$ cat src/design/rfft_pkg.sv
// Package for the radix-2 FFT block: payload types, controller-to-datapath
// command word, state encoding, saturation helpers and the twiddle table.
// No dependencies.
package rfft_pkg;

   localparam int MAX_LOG2  = 6;
   localparam int DEPTH     = 1 << MAX_LOG2;
   localparam int ADDR_W    = MAX_LOG2;
   localparam int SAMPLE_W  = 16;
   localparam int INT_W     = 24;
   localparam int TW_DEPTH  = DEPTH / 2;
   localparam int TW_W      = MAX_LOG2 - 1;
   localparam int LOG2_W    = 3;
   localparam int CSR_IDX_W = 2;
   localparam int CSR_DAT_W = 3;
   localparam int PROD_W    = INT_W + 16;
   localparam int SCALE_W   = INT_W + 16;

   // register indexes
   localparam logic [CSR_IDX_W-1:0] CSR_LOG2_SIZE = 2'd0;
   localparam logic [CSR_IDX_W-1:0] CSR_INVERSE   = 2'd1;

   // sqrt(1/2) in Q.15 for odd lengths
   localparam logic signed [15:0] INV_SQRT2 = 16'sd23170;

   typedef struct packed {
      logic signed [SAMPLE_W-1:0] in_real;
      logic signed [SAMPLE_W-1:0] in_imag;
   } req_type;

   typedef struct packed {
      logic signed [SAMPLE_W-1:0] out_real;
      logic signed [SAMPLE_W-1:0] out_imag;
      logic                       out_last;
   } rsp_type;

   typedef struct packed {
      logic signed [INT_W-1:0] re;
      logic signed [INT_W-1:0] im;
   } cpx_type;

   typedef enum logic [2:0] {
      ST_LOAD,
      ST_READ,
      ST_MUL,
      ST_WRA,
      ST_WRB,
      ST_EMIT
   } state_type;

   // command word from controller to datapath
   typedef struct packed {
      logic              load_we;
      logic [ADDR_W-1:0] load_addr;
      logic              rd_en;
      logic [ADDR_W-1:0] addr_a;
      logic [ADDR_W-1:0] addr_b;
      logic [TW_W-1:0]   tw_index;
      logic              inverse;
      logic              mul_en;
      logic              wr_a;
      logic              wr_b;
      logic              emit_valid;
      logic              emit_last;
      logic [LOG2_W-1:0] log2_size;
   } cmd_type;

   typedef logic [TW_DEPTH-1:0][31:0] tw_table_type;

   function automatic logic signed [INT_W-1:0] sat_int(input logic signed [INT_W+2:0] x);
      logic signed [INT_W+2:0] hi;
      logic signed [INT_W+2:0] lo;
      hi = (INT_W+3)'((64'sd1 <<< (INT_W-1)) - 64'sd1);
      lo = -hi - (INT_W+3)'(1);
      if (x > hi) return hi[INT_W-1:0];
      else if (x < lo) return lo[INT_W-1:0];
      else return x[INT_W-1:0];
   endfunction

   function automatic logic signed [SAMPLE_W-1:0] sat_out(input logic signed [SCALE_W-1:0] x);
      logic signed [SCALE_W-1:0] hi;
      logic signed [SCALE_W-1:0] lo;
      hi = SCALE_W'((64'sd1 <<< (SAMPLE_W-1)) - 64'sd1);
      lo = -hi - SCALE_W'(1);
      if (x > hi) return hi[SAMPLE_W-1:0];
      else if (x < lo) return lo[SAMPLE_W-1:0];
      else return x[SAMPLE_W-1:0];
   endfunction

   // integer square root, bit by bit
   function automatic logic [63:0] isqrt(input logic [63:0] xin);
      logic [63:0] x;
      logic [63:0] r;
      logic [63:0] b;
      x = xin;
      r = 64'd0;
      b = 64'd1 << 62;
      for (int q = 0; q < 32; q++) begin
         if (b > x) b = b >> 2;
      end
      for (int q = 0; q < 32; q++) begin
         if (b != 64'd0) begin
            if (x >= r + b) begin
               x = x - (r + b);
               r = (r >> 1) + b;
            end else begin
               r = r >> 1;
            end
            b = b >> 2;
         end
      end
      return r;
   endfunction

   // restoring long division, one quotient bit per step
   function automatic logic [63:0] udiv(input logic [63:0] num, input logic [63:0] den);
      logic [64:0] rem;
      logic [63:0] quo;
      rem = 65'd0;
      quo = 64'd0;
      for (int i = 63; i >= 0; i--) begin
         rem = {rem[63:0], num[i]};
         if (rem >= {1'b0, den}) begin
            rem = rem - {1'b0, den};
            quo[i] = 1'b1;
         end
      end
      return quo;
   endfunction

   function automatic longint rnd30(input longint x);
      return (x + (longint'(1) <<< 29)) >>> 30;
   endfunction

   function automatic logic [15:0] q15_sat(input longint x);
      longint y;
      y = (x + (longint'(1) <<< 14)) >>> 15;
      if (y > 32767) y = 32767;
      if (y < -32768) y = -32768;
      return y[15:0];
   endfunction

   // twiddles of the largest length, {cos, sin} in Q1.15; index k for
   // length 2^L maps to k << (MAX_LOG2 - L), which gives the same value
   function automatic tw_table_type build_twiddles();
      longint      rc [MAX_LOG2+2];
      longint      rs [MAX_LOG2+2];
      longint      c;
      longint      s;
      longint      nc;
      longint      ns;
      logic [63:0] cu;
      logic [63:0] su;
      tw_table_type t;
      rc[0] = longint'(1) <<< 30; rs[0] = 0;
      rc[1] = -(longint'(1) <<< 30); rs[1] = 0;
      rc[2] = 0; rs[2] = longint'(1) <<< 30;
      for (int j = 2; j <= MAX_LOG2; j++) begin
         cu = isqrt(64'((rc[j] + (longint'(1) <<< 30))) << 29);
         su = udiv((64'(rs[j]) << 30) + cu, cu << 1);
         rc[j+1] = longint'(cu);
         rs[j+1] = longint'(su);
      end
      for (int k = 0; k < TW_DEPTH; k++) begin
         c = longint'(1) <<< 30;
         s = 0;
         for (int b = 0; b < MAX_LOG2; b++) begin
            if (((k >> b) & 1) != 0) begin
               nc = rnd30(c * rc[MAX_LOG2-b] - s * rs[MAX_LOG2-b]);
               ns = rnd30(c * rs[MAX_LOG2-b] + s * rc[MAX_LOG2-b]);
               c = nc;
               s = ns;
            end
         end
         t[k] = {q15_sat(c), q15_sat(s)};
      end
      return t;
   endfunction

   localparam tw_table_type TWIDDLES = build_twiddles();

endpackage

$ cat src/design/rfft_ctrl.sv
// Controller of the radix-2 FFT: configuration registers, load counter,
// butterfly sequencer and emit counter. Uses rfft_pkg.
module rfft_ctrl
   import rfft_pkg::*;
(
   input  logic                 clock,
   input  logic                 reset,
   input  logic                 start,
   output logic                 busy,
   input  logic                 csr_we,
   input  logic [CSR_IDX_W-1:0] csr_index,
   input  logic [CSR_DAT_W-1:0] csr_wdata,
   output cmd_type              cmd
);

   state_type         state_ff, state_in;
   logic [LOG2_W-1:0] log2_size_ff, log2_size_in;
   logic              inverse_ff, inverse_in;
   logic [ADDR_W-1:0] load_cnt_ff, load_cnt_in;
   logic [TW_W-1:0]   bf_ff, bf_in;
   logic [LOG2_W-1:0] stage_ff, stage_in;
   logic [ADDR_W-1:0] emit_ff, emit_in;

   logic [LOG2_W-1:0] len_log2;
   logic [ADDR_W-1:0] len_mask;
   logic [ADDR_W-1:0] rev_cnt;
   logic [TW_W-1:0]   low_mask;
   logic [TW_W-1:0]   bf_low;
   logic [ADDR_W-1:0] addr_a;
   logic              accept;

   // clamp the length to the supported range
   always_comb begin
      if (log2_size_ff == '0) len_log2 = LOG2_W'(1);
      else if (log2_size_ff > LOG2_W'(MAX_LOG2)) len_log2 = LOG2_W'(MAX_LOG2);
      else len_log2 = log2_size_ff;
      len_mask = ADDR_W'((32'd1 << len_log2) - 32'd1);
   end

   // bit-reversed load address within the active length
   always_comb begin
      for (int i = 0; i < ADDR_W; i++) rev_cnt[i] = load_cnt_ff[ADDR_W-1-i];
      rev_cnt = rev_cnt >> (LOG2_W'(MAX_LOG2) - len_log2);
   end

   // butterfly addresses for the current stage and index
   always_comb begin
      low_mask = TW_W'((32'd1 << stage_ff) - 32'd1);
      bf_low   = bf_ff & low_mask;
      addr_a   = ADDR_W'((ADDR_W'(bf_ff >> stage_ff) << (stage_ff + LOG2_W'(1))))
                 | ADDR_W'(bf_low);
   end

   assign busy   = (state_ff != ST_LOAD);
   assign accept = start && !busy;

   // next state and commands
   always_comb begin
      state_in      = state_ff;
      log2_size_in  = log2_size_ff;
      inverse_in    = inverse_ff;
      load_cnt_in   = load_cnt_ff;
      bf_in         = bf_ff;
      stage_in      = stage_ff;
      emit_in       = emit_ff;
      cmd           = '0;
      cmd.load_addr = rev_cnt;
      cmd.addr_a    = addr_a;
      cmd.addr_b    = addr_a | ADDR_W'(ADDR_W'(1) << stage_ff);
      cmd.tw_index  = TW_W'(bf_low << (LOG2_W'(TW_W) - stage_ff));
      cmd.inverse   = inverse_ff;
      cmd.log2_size = len_log2;
      case (state_ff)
         ST_LOAD: begin
            if (csr_we) begin
               // a write to a known register drops the partial frame
               if (csr_index == CSR_LOG2_SIZE) begin
                  log2_size_in = csr_wdata;
                  load_cnt_in  = '0;
               end
               if (csr_index == CSR_INVERSE) begin
                  inverse_in  = csr_wdata[0];
                  load_cnt_in = '0;
               end
            end else if (accept) begin
               cmd.load_we = 1'b1;
               if (load_cnt_ff == len_mask) begin
                  load_cnt_in = '0;
                  bf_in       = '0;
                  stage_in    = '0;
                  state_in    = ST_READ;
               end else begin
                  load_cnt_in = load_cnt_ff + ADDR_W'(1);
               end
            end
         end
         ST_READ: begin
            cmd.rd_en = 1'b1;
            state_in  = ST_MUL;
         end
         ST_MUL: begin
            cmd.mul_en = 1'b1;
            state_in   = ST_WRA;
         end
         ST_WRA: begin
            cmd.wr_a = 1'b1;
            state_in = ST_WRB;
         end
         ST_WRB: begin
            cmd.wr_b = 1'b1;
            state_in = ST_READ;
            if (bf_ff == TW_W'(len_mask >> 1)) begin
               bf_in = '0;
               if (stage_ff == len_log2 - LOG2_W'(1)) begin
                  emit_in  = '0;
                  state_in = ST_EMIT;
               end else begin
                  stage_in = stage_ff + LOG2_W'(1);
               end
            end else begin
               bf_in = bf_ff + TW_W'(1);
            end
         end
         ST_EMIT: begin
            cmd.rd_en      = 1'b1;
            cmd.addr_a     = emit_ff;
            cmd.emit_valid = 1'b1;
            emit_in        = emit_ff + ADDR_W'(1);
            if (emit_ff == len_mask) begin
               cmd.emit_last = 1'b1;
               state_in      = ST_LOAD;
            end
         end
         default: begin
            state_in = ST_LOAD;
         end
      endcase
   end

   // hold state
   always_ff @(posedge clock) begin
      if (reset) begin
         state_ff     <= ST_LOAD;
         log2_size_ff <= LOG2_W'(MAX_LOG2);
         inverse_ff   <= 1'b0;
         load_cnt_ff  <= '0;
         bf_ff        <= '0;
         stage_ff     <= '0;
         emit_ff      <= '0;
      end else begin
         state_ff     <= state_in;
         log2_size_ff <= log2_size_in;
         inverse_ff   <= inverse_in;
         load_cnt_ff  <= load_cnt_in;
         bf_ff        <= bf_in;
         stage_ff     <= stage_in;
         emit_ff      <= emit_in;
      end
   end

   // a butterfly always pairs two distinct entries
   assert property (@(posedge clock) disable iff (reset)
      state_ff == ST_READ |-> cmd.addr_a != cmd.addr_b)
      else $error("butterfly pairs an entry with itself");

   // the last bin closes the emit pass
   assert property (@(posedge clock) disable iff (reset)
      cmd.emit_valid && cmd.emit_last |=> !cmd.emit_valid && !busy)
      else $error("emit pass runs past the last bin");

   // each write of a' is followed by the write of b'
   assert property (@(posedge clock) disable iff (reset)
      cmd.wr_a |=> cmd.wr_b)
      else $error("butterfly lost its second write");

endmodule

$ cat config.mk
export PLATFORM = sky130hd
export DESIGN_NAME = rfft_ctrl
export DESIGN_NICKNAME = d
export VERILOG_FILES = /design/src/design/rfft_pkg.sv /design/src/design/rfft_ctrl.sv
export SDC_FILE = /design/constraint.sdc
export NUM_CORES = 1
export LEC_CHECK = 0
export ABC_CLOCK_PERIOD_IN_PS = 7500
export BUFFER_PORTS_ARGS = -buffer_cell sky130_fd_sc_hd__buf_2
export CAP_MARGIN = 5
export CELL_PAD_IN_SITES_DETAIL_PLACEMENT = 1
export CELL_PAD_IN_SITES_GLOBAL_PLACEMENT = 2
export CORE_MARGIN = 1
export CORE_UTILIZATION = 30
export DETAILED_ROUTE_END_ITERATION = 16
export PLACE_DENSITY = 0.76
export SLEW_MARGIN = 30
export SYNTH_ARGS = -nofsm -noshare
export SYNTH_HDL_FRONTEND = slang
export SYNTH_SLANG_ARGS = --single-unit
$ cat constraint.sdc
create_clock -name clock -period 7.5 [get_ports clock]
set_input_delay 1.125 -clock clock [delete_from_list [all_inputs] [get_ports clock]]
set_output_delay 1.125 -clock clock [all_outputs]
set_load 0.05 [all_outputs]
==> metrics.txt, run 1 <==
status complete, no violations; Final Wtd Congestion 0.7870; Fmax achieved 201.7 MHz; Max Root-Sink Buffers 2; Max Clock Skew around 0.0067 ns; top post-synthesis cells by area dfxtp_1, ha_1, nand2_1; post-synth top area cell dfxtp_1; RSZ-0062 raised after global routing false; Die Wd 94.54 µm; Async SR Flop Fraction 0%; post-detail-place hpwl 5862 µm; combinational power share 14.8%; Worst setup EP type output pin; Sw Share 31.23%; register bit count reported by yosys 27; initial antenna violation count 0; Min-Delay Path Class reg2reg; Synth top area share between 20% and 30%; TritonCTS Sinks 27; post-DR vias/cell 5.255; Hold Vio Cnt, Final 0; fin nets approximately 380; grt ovf 0; Post-Synth XOR/XNOR Area 10.72%; Reg power frac a little over half; sw power 0.08994 mW; fillers 1,039; final setup fails 0; Post-Route WL 7645 µm; clk_lat worst skew 0.29 ns; placed instance count 454; DR pass1 iterations 4; sequential cell area fraction in the yosys report 21.04%; Hold Worst Slack between 0.5 and 0.6 ns; Clock Tree Root clkbuf_8; area grow syn2layout 10.91%; die area about 9000 µm²; first-pass GRT wire length roughly 12,000 µm; syn nets 356; CP Data Arrival Time 3.83 ns; CP max FO 22; Die H 94.54 µm; critical path type reg2out; kind of start point of the critical path flop; Netlist Area Pre-Place 2569 µm²; H-Tree Level Count 1; Adder-Cell Fraction of Synth Area roughly 7.8%; CTS tree done; Tmin final 4.958 ns; port bufs between 40 and 50; via count 2,407; WP data required 6.38 ns; most common library cell in the layout ignoring fill and taps buf_2; clock-pin slew on the worst setup and hold paths 0.11 ns; fin crit share 66.11%; pwr dens 101.1 nW/µm²; predominant post-synthesis flop cell dfxtp_1; pin count of the biggest net entering global routing 23; P_leak roughly 1.3 nW; final std cells w/o fill 458; Int Power 0.1980 mW; GRT Total Usage 17.89%; diode count 0; most frequent cells in the layout buf_2, nand2_1, nor2_1; CTS Buf Count 3; Avg Inst Size Synth 7.760 µm²; main combinational cell family by area after synthesis simple AND/OR/NAND/NOR gates; Clk pwr share 33.0%; core area 8258 µm²; Worst slew margin 47.15%; CTS Hold Bufs 0; MaxCap Viol Count 0; drt initial violations ~120; Distinct cells, synth 61; FP Rows 33; Max Slew Vio Count 0; CTS resizes 0; Synth Instances approximately 330; setup_tns 0 ns; Ys Warns 0; Peak VDD IR 0.00006986 V; Post-synth EDFFs 0; Finished Core Util 34.50%; mux cell area share after synthesis roughly 7.7%; DRC 0; IO Pins 44; Simple-Gate Fraction of Synth Area 27.23%; Antenna Nets Post-Route 0; Initial Util 31.11%; Post CTS Setup Buffer Count 0; layout cell share with drive strength beyond 1 18.41%; Slew @ Worst Pin 0.7862 ns; Synth Area in Compound Gates around a fifth; routed len/inst 16.69 µm; vias in the first global route 2,377
power by group through the flow:
stage | Clock [mW] | Combinational (mW) | Sequential, mW
3_5_place_dp | 0 | 0.0429 | 0.154
6_report | 0.0950 | 0.0427 | 0.150
4_1_cts | 0.0996 | 0.0430 | 0.150
3_3_place_gp | 0 | 0.0424 | 0.153
2_1_floorplan | 0 | 0.0349 | 0.151
5_1_grt | 0.104 | 0.0464 | 0.151
registers in the layout, summed over array words and instances (netlist names):
signal        count
emit_ff           6
load_cnt_ff       6
bf_ff             5
log2_size_ff      3
stage_ff          3
state_ff          3
inverse_ff        1
synthesized netlist by cell type (6+ instances only):
cell,n
mux2i_1,13
or3_1,7
inv_1,10
xnor2_1,15
nand2b_1,6
xor2_1,12
a211oi_1,7
a21oi_1,11
dfxtp_1,27
nand2_1,39
o21ai_0,6
ha_1,16
clkbuf_1,17
nand3_1,17
nor2_1,30
nor3_1,13
metrics by stage:
stage | area [µm²] | worst slack, ns | power, mW
after floorplan | 2569 | 2.920 | 0.1855
after global placement | 2799 | 2.999 | 0.1958
after detailed placement | 2799 | 2.865 | 0.1966
after CTS | 2849 | 2.532 | 0.2930
after global routing | 2849 | 2.132 | 0.3010
final | 2849 | 2.542 | 0.2879
layout make-up:
| cell class | count | area [µm²] | area share (%) |
|---|---|---|---|
| clock inverters | 1 | 8.758 | 0.3074 |
| repair buffers | 43 | 215.2 | 7.554 |
| multi-input cells | 265 | 1859 | 65.26 |
| inverters | 14 | 52.55 | 1.845 |
| well taps | 105 | 131.4 | 4.611 |
| clock buffers | 3 | 41.29 | 1.449 |
| flip-flops and latches | 27 | 540.5 | 18.97 |
kinds of logic (layout without fill, tap and decap cells):
group | count (synthesis) | after routing
AOI/OAI and AO/OA | 63 | 63
buffers and inverters | 39 | 61
xor gates and xnor gates | 29 | 29
muxes | 19 | 19
and+or+nand+nor | 138 | 138
adders and majority gates | 16 | 16
DFF | 27 | 27
path summary, 6_finish.rpt:
| check | endpoint | cells after the start | slack, ns | start |
|---|---|---|---|---|
| setup / recovery | cmd[3] | 12 | 2.54 | log2_size_ff[2] |
| hold / removal | inverse_ff | 2 | 0.51 | inverse_ff |
| setup reg to reg | emit_ff[1] | 12 | 3.57 | log2_size_ff[2] |
| hold reg to reg | inverse_ff | 2 | 0.51 | inverse_ff |
routing by layer:
metal / global-route usage [%] / part of all wire (%) / vias to the layer above
met5: 0 / 0 / -
met1: 22.44 / 47 / 1145
li1: - / - / 1221
met3: 1.530 / 2.5 / 7
met4: 4.798 / 1.5 / 0
met2: 32.55 / 49 / 34
worst max-delay path, cell delays in order, from the launching register on:
cell and delay (ns):
dfxtp_1 0.83, nor2_1 0.15, o21ai_4 0.37, inv_1 0.16, ha_1 0.21, nand2b_1 0.07, ha_1 0.32, nor4b_1 0.34
a21oi_2 0.13, xnor2_1 0.18, a2111o_1 0.39, nor2_1 0.09, buf_2 0.28
(Power assumes the default switching activity.)
==> inputs of run 2 (changes only) <==
- ABC_AREA: default -> 1
- ABC_CLOCK_PERIOD_IN_PS: 7500 -> 5050
- PLACE_DENSITY: 0.76 -> 0.81
- clock period: 7.5 -> 5.05 ns (I/O delays scaled with it)
==> run 2 against run 1 <==
- register-to-register slack got worse by 1.9 ns
- clock skew decreased by 0.0031 ns
- cell area increased by 7.2%
- power increased by 57%
- setup slack got worse by 1.8 ns
- routed wire length increased by 14%
- area after synthesis increased by 6.1%
- largest cell class unchanged
==> metrics.txt, run 2 <==
Post CTS Setup Buffer Count 0 (unchanged); fin nets 495 (was 379); pin count of the biggest net entering global routing 22 (was 23); layout cell share with drive strength beyond 1 19.40% (was 18.41%); Synth top area share 19.83% (was 21.04%); Ys Warns 0 (unchanged); sequential cell area fraction in the yosys report 19.83% (was 21.04%); GRT Total Usage 19.22% (was 17.89%); fin crit share 84.85%; predominant post-synthesis flop cell dfxtp_1 (unchanged); synth cell count leaders nand2_1, inv_1, nand3_1 (was nand2_1, nor2_1, dfxtp_1); worst reg2reg path depth 17 (was 12); register bit count reported by yosys 27 (unchanged); CP peak stage delay 0.69 ns (was 0.83 ns); syn nets 462 (was 356); WP data required 4.29 ns (was 6.38 ns); Min-Delay Path Class reg2reg (unchanged); CTS Buf Count 3 (unchanged); Max Root-Sink Buffers 2 (unchanged); Worst slew margin 54.76% (was 47.15%); worst r2r dst emit_ff[0] (was emit_ff[1]); Antenna Nets Post-Route 0 (unchanged); Clock Tree Root clkbuf_8 (unchanged); port bufs 43 (unchanged); top post-synthesis cells by area dfxtp_1, nand2_1, nand3_1 (was dfxtp_1, ha_1, nand2_1); Netlist Area Pre-Place 2725 µm² (was 2569 µm²); most frequent cells in the layout nand2_1, inv_1, nand3_1, buf_2, nor2_1 (was buf_2, nand2_1, nor2_1); combinational power share 20.1% (was 14.8%); most frequent CP cell nand2_1; fillers 1,186 (was 1,039); Synth Instances 437 (was 331); reg2reg start log2_size_ff[2] (unchanged); Tmin final 4.285 ns; P_leak 1.434 nW (was 1.283 nW); kind of start point of the critical path flop (unchanged); delay-heaviest family, CP simple AND/OR/NAND/NOR gates (was compound AO/OA/AOI/OAI gates); CTS Hold Bufs 0 (unchanged); Total Power 0.4508 mW (was 0.2879 mW); Post-Route WL 8697 µm (was 7645 µm); drt initial violations 77 (was 119); CP Data Arrival Time 3.53 ns (was 3.83 ns); Buf/Inv on CP 4 (was 2); first-pass GRT wire length 14,980 µm (was 12,440 µm); FP Rows 34 (was 33); TritonCTS Sinks 27 (unchanged); core area 8763 µm² (was 8258 µm²); Worst setup EP type output pin (unchanged); worst setup path end cmd[3] (unchanged); CTS resizes 0 (unchanged); DR pass1 iterations 4 (unchanged); Worst setup startpoint log2_size_ff[2] (unchanged); Hold Vio Cnt, Final 0 (unchanged); Sw Share 33.94% (was 31.23%); sw power 0.1530 mW (was 0.08994 mW); Worst Setup Slack, final 0.7651 ns (was 2.542 ns); diode count 0 (unchanged); Distinct cells, synth 40 (was 61); Die Wd 97.31 µm (was 94.54 µm); Clk pwr share 30.8% (was 33.0%); routed len/inst 15.07 µm (was 16.69 µm); crit path cell chain nand2_2, nand2_1, o21ai_2, inv_1, ha_1, nand2_2, ha_1, inv_1, nand2_1, nand2_1, nand3_1, nor3_1, nand2_1, nor2_1, inv_1, nor2_1, buf_2 (was nor2_1, o21ai_4, inv_1, ha_1, nand2b_1, ha_1, nor4b_1, a21oi_2, xnor2_1, a2111o_1, nor2_1, buf_2); Peak VDD IR 0.00008858 V (was 0.00006986 V); via count 2,947 (was 2,407); Final Wtd Congestion 0.9034 (was 0.7870); pre-CTS WS 1.119 ns (was 2.865 ns); count leader, synth nand2_1 (unchanged); MaxCap Viol Count 0 (unchanged); registers with the most flip-flops emit_ff x6, load_cnt_ff x6, bf_ff x5 (unchanged); area grow syn2layout 12.12% (was 10.91%); Max Slew Vio Count 0 (unchanged); setup_tns 0 ns (unchanged); post-DR vias/cell 5.107 (was 5.255); RSZ-0062 raised after global routing false (unchanged); Die H 97.31 µm (was 94.54 µm); die area 9469 µm² (was 8937 µm²); CP max FO 18 (was 22); most common library cell in the layout ignoring fill and taps nand2_1 (was buf_2); Fmax achieved ~230 MHz; clk_lat worst skew 0.29 ns (about the same); Async SR Flop Fraction 0% (unchanged); Reg power frac 49.1% (was 52.2%); H-Tree Level Count 1 (unchanged); Worst path slowest cell dfxtp_1 (unchanged); Avg Inst Size Synth 6.236 µm² (was 7.760 µm²); vias in the first global route 3,002 (was 2,377); final setup fails 0 (unchanged); worst hold stages 2 (unchanged); post-synth top area cell dfxtp_1 (unchanged); CTS tree done (unchanged); pwr dens 147.5 nW/µm² (was 101.1 nW/µm²); Post-synth EDFFs 0 (unchanged); Initial Util 31.10% (was 31.11%); post-detail-place hpwl 6953 µm (was 5862 µm); Int Power 0.2978 mW (was 0.1980 mW); initial antenna violation count 0 (unchanged); IO Pins 44 (unchanged); grt ovf 0 (unchanged); DRC 0 (unchanged); cell depth of the worst setup path 17 (was 12); Max Clock Skew 0.003588 ns (was 0.006667 ns); FF-to-FF setup slack 1.67 ns (was 3.57 ns); Slew @ Worst Pin 0.6786 ns (was 0.7862 ns); status complete, no violations (unchanged); clock-pin slew on the worst setup and hold paths 0.11 ns (about the same); critical path type reg2out (unchanged)
## run 2: cell count changes after synthesis, sizes merged, moves of 9 or more
cell,previous run,this run
o21ai,8,25
nand2,39,119
xnor2,15,4
a21oi,12,26
inv,12,54
mux2i,13,0
clkbuf,18,9
nand3,17,45
nor2,30,51
## run 2: how the worst min path moves through the flow
stage | from | endpoint | slack (ns)
after floorplan | inverse_ff | inverse_ff | 0.44
after global placement | inverse_ff | inverse_ff | 0.45
after CTS | inverse_ff | inverse_ff | 0.48
after detailed placement | inverse_ff | inverse_ff | 0.46
final | inverse_ff | inverse_ff | 0.47
after global routing | inverse_ff | inverse_ff | 0.53
## run 2: cells by family after synthesis
group / Yosys count / share of synthesized area [%]
simple gates: 237 / 42.19
buf+inv: 71 / 10.42
compound gates: 67 / 14.10
flops: 27 / 19.83
xor+xnor: 19 / 6.107
fa+ha+maj: 16 / 7.346
## run 2: power by group through the flow
stage	combinational, mW	clock [mW]	sequential, mW
after floorplan	0.0722	0	0.223
after global routing	0.0997	0.154	0.222
after detailed placement	0.0914	0	0.226
after CTS	0.0919	0.148	0.221
after global placement	0.0900	0	0.226
final	0.0907	0.139	0.221
## run 2: tightest hold or removal path: cells and delay by family (launching register included)
family           cells  cell delay, ns
flip-flops           1            0.33
AND/OR/NAND/NOR      1            0.06
AO/OA/AOI/OAI        1            0.05
## run 2: layout make-up
class                           count  area, µm²  area share, %
Clock buffer                        3      41.29          1.351
Clock inverter                      1      8.758         0.2867
Inverter                           55      206.4          6.757
Multi-Input combinational cell    339       1901          62.20
Sequential cell                    27      540.5          17.69
Tap cell                          108      135.1          4.423
Timing Repair Buffer               44      222.7          7.289
## run 2: metrics by stage
step / cells / cell area, µm² / hold WS [ns] / utilization, %
2_1_floorplan: 437 / 2725 / 0.4392 / -
3_3_place_gp: 573 / 3005 / 0.4547 / 34.29
3_5_place_dp: 573 / 3005 / 0.4648 / 34.29
4_1_cts: 577 / 3055 / 0.4822 / 34.87
5_1_grt: 577 / 3055 / 0.5298 / 34.87
6_report: 577 / 3055 / 0.4749 / 34.87
## run 2: per-layer routing
layer	global-route usage, %	share of wire [%]	wire (µm)	vias up
met1	26.74	49	4220	1401
li1	-	-	-	1481
met3	2.158	3.2	278	10
met2	31.85	47	4060	55
met4	4.299	1.6	138	0
met5	0	0	0	-
==> inputs of run 3 (changes only) <==
- ABC_CLOCK_PERIOD_IN_PS: 5050 -> 3600
- CORE_UTILIZATION: 30 -> 27
- PLACE_DENSITY: 0.81 -> 0.77
- clock period: 5.05 -> 3.6 ns (I/O delays scaled with it)
==> run 3 against run 2 <==
- core utilization down 2.9 points
- first-iteration DRC count up 21%
- via count down 2.8%
- routed wire length up 4.2%
- clock skew up 0.011 ns
- die area up 11%
- power up 38%
- cell area up 2.3%
- largest cell class unchanged
- largest power group unchanged
==> metrics.txt, run 3 (synthesis results as in run 2) <==
fin nets 498 (was 495); WP data required 3.06 ns (was 4.29 ns); Clk pwr share 29.8% (was 30.8%); P_leak 1.446 nW (was 1.434 nW); FP Rows 36 (was 34); kind of start point of the critical path flop (unchanged); Final Wtd Congestion 0.8085 (was 0.9034); area grow syn2layout 14.74% (was 12.12%); RSZ-0062 raised after global routing false (unchanged); routed len/inst 14.98 µm (was 15.07 µm); CTS tree done (unchanged); status complete, no violations (unchanged); Max Slew Vio Count 0 (unchanged); H-Tree Level Count 1 (unchanged); drt initial violations 93 (was 77); Antenna Nets Post-Route 0 (unchanged); CP max FO 8 (was 18); most frequent CP cell nand2_1 (unchanged); Clock Tree Root clkbuf_8 (unchanged); diode count 0 (unchanged); via count 2,865 (was 2,947); CP Data Arrival Time 2.85 ns (was 3.53 ns); Worst slew margin 59.09% (was 54.76%); IO Pins 44 (unchanged); Worst path slowest cell dfxtp_4 (was dfxtp_1); Die H 102.5 µm (was 97.31 µm); Total Power 0.6237 mW (was 0.4508 mW); TritonCTS Sinks 27 (unchanged); most frequent cells in the layout nand2_1, inv_1, nand3_1 (was nand2_1, inv_1, nand3_1, buf_2, nor2_1); clk_lat worst skew 0.29 ns (about the same); die area 10,500 µm² (was 9469 µm²); most common library cell in the layout ignoring fill and taps nand2_1 (unchanged); grt ovf 0 (unchanged); critical path type reg2out (unchanged); post-detail-place hpwl 7424 µm (was 6953 µm); Reg power frac 49.3% (was 49.1%); delay-heaviest family, CP simple AND/OR/NAND/NOR gates (unchanged); CTS Buf Count 3 (unchanged); fillers 1,306 (was 1,186); setup_tns 0 ns (unchanged); Slew @ Worst Pin 0.6092 ns (was 0.6786 ns); initial antenna violation count 0 (unchanged); Buf/Inv on CP 4 (unchanged); Fmax achieved approximately 300 MHz; CTS Hold Bufs 0 (unchanged); core area 9774 µm² (was 8763 µm²); Post-Route WL 9064 µm (was 8697 µm); GRT Total Usage 18.17% (was 19.22%); Peak VDD IR 0.00009639 V (was 0.00008858 V); combinational power share 20.9% (was 20.1%); final setup fails 0 (unchanged); CP peak stage delay 0.41 ns (was 0.69 ns); Int Power 0.4160 mW (was 0.2978 mW); Sw Share 33.31% (was 33.94%); Min-Delay Path Class reg2reg (unchanged); Max Root-Sink Buffers 2 (unchanged); Die Wd 102.5 µm (was 97.31 µm); vias in the first global route 2,862 (was 3,002); post-DR vias/cell 4.736 (was 5.107); pin count of the biggest net entering global routing 22 (unchanged); Post CTS Setup Buffer Count 0 (unchanged); DR pass1 iterations 4 (unchanged); Initial Util 27.88% (was 31.10%); first-pass GRT wire length 14,750 µm (was 14,980 µm); Hold Vio Cnt, Final 0 (unchanged); sw power 0.2077 mW (was 0.1530 mW); clock-pin slew on the worst setup and hold paths 0.09 ns (was 0.11 ns); layout cell share with drive strength beyond 1 20.76% (was 19.40%); Max Clock Skew 0.01439 ns (was 0.003588 ns); crit path cell chain nand2_2, nand2_1, o21ai_2, inv_1, ha_2, nand2_2, ha_1, inv_1, nand2_1, nand2_1, nand3_1, nor3_1, nand2_1, nor2_1, inv_1, nor2_2, clkbuf_4 (was nand2_2, nand2_1, o21ai_2, inv_1, ha_1, nand2_2, ha_1, inv_1, nand2_1, nand2_1, nand3_1, nor3_1, nand2_1, nor2_1, inv_1, nor2_1, buf_2); MaxCap Viol Count 0 (unchanged); pwr dens 199.5 nW/µm² (was 147.5 nW/µm²); Tmin final ~3.4 ns; Worst setup EP type output pin (unchanged); port bufs 43 (unchanged); DRC 0 (unchanged); registers with the most flip-flops emit_ff x6, load_cnt_ff x6, bf_ff x5 (unchanged); fin crit share 94.09%
## run 3: timing repair
action                     4_1_cts  5_1_grt
setup endpoints to repair        1        1
cloned                           0        0
resized for setup                1        4
## run 3: final cells by class
class | count | area, µm² | area share (%)
multi-input combinational | 339 | 1912 | 61.14
timing repair buffer | 47 | 251.5 | 8.043
tap | 133 | 166.4 | 5.322
inverter | 55 | 206.4 | 6.603
sequential | 27 | 544.3 | 17.41
clock buffer | 3 | 41.29 | 1.321
clock inverter | 1 | 5.005 | 0.1601
## run 3: tightest hold or removal path: stages (launching register included)
cell and delay (ns):
dfxtp_1 0.32, nand2_1 0.06, a21oi_1 0.05
## run 3: worst paths after layout
| check | start | to | slack [ns] | cells past startpoint |
|---|---|---|---|---|
| setup / recovery | log2_size_ff[1] | cmd[3] | 0.21 | 17 |
| hold / removal | inverse_ff | inverse_ff | 0.47 | 2 |
| setup reg to reg | log2_size_ff[1] | emit_ff[2] | 0.90 | 17 |
| hold reg to reg | inverse_ff | inverse_ff | 0.47 | 2 |
## run 3: routing by layer
layer | track usage (%) | vias up | wire (µm)
met3 | 2.120 | 5 | 219
met2 | 32.26 | 33 | 4362
met4 | 1.978 | 0 | 38
met1 | 24.14 | 1339 | 4444
met5 | 0 | - | 0
li1 | - | 1488 | -
## run 3: power groups by stage
stage / combinational (mW) / clock [mW] / sequential [mW]
2_1_floorplan: 0.102 / 0 / 0.313
4_1_cts: 0.132 / 0.196 / 0.308
3_5_place_dp: 0.132 / 0 / 0.315
6_report: 0.131 / 0.186 / 0.307
3_3_place_gp: 0.130 / 0 / 0.315
5_1_grt: 0.143 / 0.201 / 0.308
## run 3: per-stage QoR
stage               instances  utilization (%)  hold WS (ns)  instance area [µm²]  setup WS [ns]
floorplan                 437                -        0.4392                 2734         0.1681
CTS                       605            31.87        0.4736                 3115        0.06965
global placement          601            31.39        0.4478                 3068         0.3830
global route              605            31.99        0.4985                 3127       0.002262
detailed placement        601            31.39        0.4578                 3068         0.2517
finish                    605            31.99        0.4722                 3127         0.2128
